File: src/hw/rtl/rgb_histogram_with_peak_top_macros.svh
// ----------------------------------------------------------------------------
// RGB histogram assertion macros
// Shared concurrent assertion forms used by the histogram block.
// ----------------------------------------------------------------------------
`ifndef RGB_HISTOGRAM_WITH_PEAK_TOP_MACROS_SVH
`define RGB_HISTOGRAM_WITH_PEAK_TOP_MACROS_SVH

// The consequent must hold in the same cycle as the antecedent.
`define RGBH_ASSERT_SAME(lbl, ante, cons, msg) \
    lbl: assert property (@(posedge i_clk) disable iff (!i_rst_n) (ante) |-> (cons)) \
        else $error(msg);

// The consequent must hold in the cycle after the antecedent.
`define RGBH_ASSERT_NEXT(lbl, ante, cons, msg) \
    lbl: assert property (@(posedge i_clk) disable iff (!i_rst_n) (ante) |=> (cons)) \
        else $error(msg);

`endif

File: src/hw/rtl/rgbh_pkg.sv
// ----------------------------------------------------------------------------
// RGB histogram package
// Sizes, operation codes and command types shared by the histogram modules.
// ----------------------------------------------------------------------------
package rgbh_pkg;

    localparam int BIN_COUNT  = 256;
    localparam int COUNT_BITS = 24;
    localparam int BIN_BITS   = (BIN_COUNT > 1) ? $clog2(BIN_COUNT) : 1;
    localparam int OUT_BITS   = 24;
    localparam int CHANNELS   = 3;
    localparam int EN_BITS    = 3;

    localparam logic [1:0] OP_PIXEL = 2'd0;
    localparam logic [1:0] OP_READ  = 2'd1;
    localparam logic [1:0] OP_CLEAR = 2'd2;

    localparam logic [EN_BITS-1:0] ENABLE_RESET = 3'd7;

    localparam int CH_RED   = 0;
    localparam int CH_GREEN = 1;
    localparam int CH_BLUE  = 2;

    typedef logic [COUNT_BITS-1:0] t_count;

    typedef struct packed {
        logic load_item;
        logic read_mem;
        logic update;
        logic clear_step;
        logic load_out;
    } t_dp_cmd;

    function automatic logic [OUT_BITS-1:0] to_out(input t_count c);
        logic [31:0] w;
        w = 32'(c);
        return w[OUT_BITS-1:0];
    endfunction

endpackage

File: src/hw/rtl/rgbh_ctrl.sv
// ----------------------------------------------------------------------------
// RGB histogram controller
// Sequences each word through bin read, update, a clearing pass for clear words, and result load.
// ----------------------------------------------------------------------------
`include "rgb_histogram_with_peak_top_macros.svh"

module rgbh_ctrl
    import rgbh_pkg::*;
(
    input  logic    i_clk,
    input  logic    i_rst_n,
    input  logic    i_in_valid,
    output logic    o_in_ready,
    output logic    o_out_valid,
    input  logic    i_out_ready,
    input  logic    i_is_clear,
    input  logic    i_clr_last,
    output t_dp_cmd o_cmd
);

    typedef enum logic [5:0] {
        S_INIT   = 6'b000001,
        S_IDLE   = 6'b000010,
        S_READ   = 6'b000100,
        S_UPDATE = 6'b001000,
        S_CLEAR  = 6'b010000,
        S_DONE   = 6'b100000
    } t_state;

    t_state r_state, n_state;
    logic   r_out_valid, n_out_valid;
    logic   w_accept;

    assign o_in_ready  = (r_state == S_IDLE);
    assign w_accept    = o_in_ready && i_in_valid;
    assign o_out_valid = r_out_valid;

    always_comb begin
        n_state = r_state;
        o_cmd   = '0;
        case (r_state)
            S_INIT: begin
                o_cmd.clear_step = 1'b1;
                if (i_clr_last) begin
                    n_state = S_IDLE;
                end
            end
            S_IDLE: begin
                if (w_accept) begin
                    o_cmd.load_item = 1'b1;
                    n_state = S_READ;
                end
            end
            S_READ: begin
                o_cmd.read_mem = 1'b1;
                n_state = S_UPDATE;
            end
            S_UPDATE: begin
                o_cmd.update = 1'b1;
                n_state = i_is_clear ? S_CLEAR : S_DONE;
            end
            S_CLEAR: begin
                o_cmd.clear_step = 1'b1;
                if (i_clr_last) begin
                    n_state = S_DONE;
                end
            end
            S_DONE: begin
                if (!r_out_valid || i_out_ready) begin
                    o_cmd.load_out = 1'b1;
                    n_state = S_IDLE;
                end
            end
            default: begin
                n_state = S_IDLE;
            end
        endcase
    end

    always_comb begin
        n_out_valid = r_out_valid;
        if (o_cmd.load_out) begin
            n_out_valid = 1'b1;
        end else if (i_out_ready) begin
            n_out_valid = 1'b0;
        end
    end

    always_ff @(posedge i_clk) begin
        if (!i_rst_n) begin
            r_state     <= S_INIT;
            r_out_valid <= 1'b0;
        end else begin
            r_state     <= n_state;
            r_out_valid <= n_out_valid;
        end
    end

    `RGBH_ASSERT_NEXT(a_accept_starts_read, w_accept, r_state == S_READ, "accept did not start read")
    `RGBH_ASSERT_SAME(a_no_overwrite, o_cmd.load_out, !r_out_valid || i_out_ready, "result overwritten")
    `RGBH_ASSERT_NEXT(a_result_held, r_out_valid && !i_out_ready, r_out_valid, "pending result lost")
    `RGBH_ASSERT_SAME(a_state_onehot, 1'b1, $onehot(r_state), "state not one-hot")
    `RGBH_ASSERT_SAME(a_clear_no_accept, o_cmd.clear_step, !o_in_ready, "accept during clear pass")

endmodule

File: config.mk
export PLATFORM = sky130hd
export DESIGN_NAME = rgbh_ctrl
export DESIGN_NICKNAME = d
export VERILOG_FILES = /design/src/hw/rtl/rgbh_pkg.sv /design/src/hw/rtl/rgbh_ctrl.sv
export VERILOG_INCLUDE_DIRS = /design/src /design/src/hw/rtl
export SDC_FILE = /design/constraint.sdc
export NUM_CORES = 1
export LEC_CHECK = 0
export BUFFER_PORTS_ARGS = -buffer_cell sky130_fd_sc_hd__buf_2
export CORE_AREA = 2 2 39 41
export CTS_CLUSTER_DIAMETER = 40
export DETAILED_ROUTE_END_ITERATION = 7
export DIE_AREA = 0 0 41 43
export PLACE_DENSITY = 0.58
export SLEW_MARGIN = 20
export SYNTH_ARGS = -nofsm -noshare
export SYNTH_HDL_FRONTEND = slang
export SYNTH_SLANG_ARGS = --single-unit
File: constraint.sdc
create_clock -name i_clk -period 3.2 [get_ports i_clk]
set_input_delay 0 -clock i_clk [delete_from_list [all_inputs] [get_ports i_clk]]
set_output_delay 0 -clock i_clk [all_outputs]
set_load 0.03 [all_outputs]
# == Word level (Yosys, flattened, before mapping) ==
# Index checks and enable logic that the tools add are counted.
# word_totals
register_bits,7
latch_bits,0
mem_bits_rw,0
mem_bits_ro,0
inputBits,6
out_inout_bits,7
wordCells,33
mem_count,0
# op_classes
add_sub_neg,0
mul,0
n_div,0
n_lt_le_gt_ge,0
eq_ne,10
n_shift,0
mux,15
bitwise_logic,0
reduce_logical,6
# op_table
cell,count
one-hot mux 6 bit (6 select lines),1
2-to-1 mux 6 bit,5
2-to-1 mux 1 bit,9
equality test 6 x 1 -> 1 bit (second input constant),1
equality test 6 x 2 -> 1 bit (second input constant),1
equality test 6 x 3 -> 1 bit (second input constant),1
equality test 6 x 4 -> 1 bit (second input constant),1
equality test 6 x 5 -> 1 bit (second input constant),1
equality test 6 bit (second input constant),1
!= test 2 bit (second input constant),3
AND reduction 4 bit,1
!= test 2 x 1 -> 1 bit (second input constant),1
nonzero test 2 bit,1
OR reduction 2 bit,1
logical AND 1 bit,1
zero test 1 bit,1
logical OR 1 bit,1

# == Longest topological paths before layout ==
# depth
word_depth,5
mapped_depth,5
depth_no_buf,4

# == Worst setup path after synthesis ==
# No wires, ideal clock.
# synth_timing
path_type,register to output
start,register r_state[3]
end,output port o_cmd[4] (netlist bit)
arrival_ns,1.807
t_required_ns,3.200
slack_ns,1.393
path_stages_with_launch,5
path_buffers,1
cell_sequence,dfxtp_1 -> buf_6 -> or4_4 -> nor3b_2 -> and2_1
# synth_lines
item,line,rtl
start: declaration,rgbh_ctrl.sv:30,"t_state r_state, n_state;"
start signal: assignment,rgbh_ctrl.sv:94,r_state <= n_state;
end: declaration,rgbh_ctrl.sv:18,output t_dp_cmd o_cmd

==> impl_metrics.ini <==
[run_status]
outcome = complete, no violations

[placement]
routabilityCongestion = 0.801
dpl.cell_count = 78
pre_cts_slack_ps = 1680
portBuffers = 12
hpwl_um = 736

[timing]
tns_ps = 0
period_share = 0.552
hold_viol = 0
fin_crit_ps = 1760
finalWorstSetupSlack_ps = 1440
max_freq_ghz = 0.567
clock-skew-final_ps = 5.78
worstMarginPinSlew_ps = 395
slew_viol_final = 0
slew_headroom = 0.736
holdWs_ps = 33.3
rsz0062_at_grt = no
setup_viol = 0

[cts]
clk_latency_ps = 250
cts_tree = built
cts_root_buffer = clkbuf_4
path_clk_slew_ps = 60
cts_sinks = 7
cts_max_path_buffers = 2
post_cts_resized = 0
htree_num_levels = 1
numCtsBuffers = 3

[routing]
first_iter_violations = 14
drc = 0
routed.top_layer = met4
wl_met1_um = 431
drtAntennaViolNets = 0
avgViaCountPerCell = 5.33
wl_per_cell_um = 12.3
vias = 442
first_pass_iters = 2
dr_wl_met3_um = 65
routed_wl_mm = 1.02
wl_met2_um = 505

[floorplanning]
dieHeight_um = 43
dieArea_sq_um = 1760
core_sq_um = 1380
start_util = 0.338
row_count = 14
io_pins = 13
die_w_um = 41

[logic_synthesis]
yosysTopAreaCellShare = 0.299
synth_common_cells = 7 x dfxtp_1, 5 x nor2_1, 4 x and3_1, 4 x nand2_1, 4 x nand3_1
synthMuxAreaShare = 0.0455
syn_inst = 54
synth-simple-area-share = 0.439
synth.distinct_cells = 28
synth_seq_cells = 7
synth_edf_count = 0
synth_top_family_by_area = simple AND/OR/NAND/NOR gates
synth_top_area_cell = dfxtp_1
synth_compound_area_frac = 0.0882
synthMostInstantiatedCell = dfxtp_1
seq_area_frac_synth = 0.299
synth_area_leaders = dfxtp_1 30%, and3_1 5.3%, nor3b_2 5.3%, nor4_2 5.3%, buf_6 4.8%
synth_xor_area_frac = 0.0374
synth_fa_ha_area_frac = 0
async_reset_ff_frac = 0
synth_fp_nets = 60
ys_warn_count = 0
syn_area_per_cell_sq_um = 8.67
synthFlopType = dfxtp_1
syn_area_sq_um = 468

[worst_setup_path]
endpoint_kind = output port
cp.required_ps = 3200
critPathKind = reg -> out
arrival_ps = 1760
startpoint_type = register
critPathMaxFanout = 8

[global_route]
antenna_found_initial = 0
grt_usage = 0.150
grt_pass1_wl_mm = 1.75
grt_overflow = 0
grt_max_degree = 12
grt_pass1_vias = 428

[layout]
final_nets = 74
area_delta_synth_final_pct = 17.4
antenna_cells = 0
final_layout_size_suffix_gt1_frac = 0.299
fin_cells = 83

[pwr]
p_per_area_nw_per_um2 = 414
ir_worst_vdd_v = 0.000235
leakage_nw = 0.266

[hold_path]
hp-class = in -> reg

[run]
drv_cap = 0
-- critical path, cell delays in order (launching register included) --
cell and delay (ps):
dfxtp_1 400, or4_4 560, nor3b_2 210, and2_1 140, buf_2 190
-- metrics by stage --
step / util / power [W] / cell area [sq um]
floorplan: - / 0.000133 / 468
global placement: 0.371 / 0.000146 / 513
detailed placement: 0.371 / 0.000146 / 513
CTS: 0.397 / 0.000231 / 549
global route: 0.397 / 0.000243 / 549
finish: 0.397 / 0.000227 / 549
-- sequential cells by signal, indices dropped and copies added (netlist names) --
signal / cells
r_state: 6
o_out_valid: 1
-- cell families after synthesis --
family          count (synthesis)
simple gates                   31
mux                             2
buf+inv                         6
xor+xnor                        2
compound gates                  6
flops                           7
-- worst paths after layout --
kind / start / to / slack [ps] / depth (start not counted)
max: r_state[3]$_SDFFE_PN0P_ / o_cmd[4] / 1440 / 4
min: i_clr_last / r_state[0]$_SDFFE_PN1P_ / 30 / 4
max reg2reg: r_state[4]$_SDFFE_PN0P_ / r_state[3]$_SDFFE_PN0P_ / 1670 / 4
min reg2reg: r_state[0]$_SDFFE_PN1P_ / r_state[0]$_SDFFE_PN1P_ / 580 / 2
-- final cells by class --
| type | count | area (sq um) |
|---|---|---|
| Fill cell | 147 | 835 |
| Clock buffer | 4 | 26.3 |
| Multi-Input combinational cell | 41 | 285 |
| Timing Repair Buffer | 13 | 70.1 |
| Sequential cell | 7 | 140 |
| Inverter | 2 | 7.51 |
| Tap cell | 16 | 20.0 |
-- power breakdown --
part           internal (W)  switching [W]
logic             0.0000203      0.0000251
clock network     0.0000477      0.0000342
registers         0.0000908     0.00000911
-- metal layers --
layer / GRT usage / vias to the layer above
met4: 0.0467 / 0
met3: 0.0995 / 2
met5: 0 / -
met1: 0.181 / 209
li1: - / 221
met2: 0.209 / 10
-- what timing repair did --
action	CTS	global route
buffers inserted	0	0
hold buffers	1	0
endpoints found under the hold margin	1	0
-- layout by cell type (no fill, tap or decap), drive strengths merged, types with 2 or more instances in the layout --
master	count
xor2	2
nor2	5
inv	2
and3	4
nor2b	2
clkbuf	4
nor4	4
nand2	4
dfxtp	7
buf	12
nand3	4
nor3b	3
(Power assumes the default switching activity.)
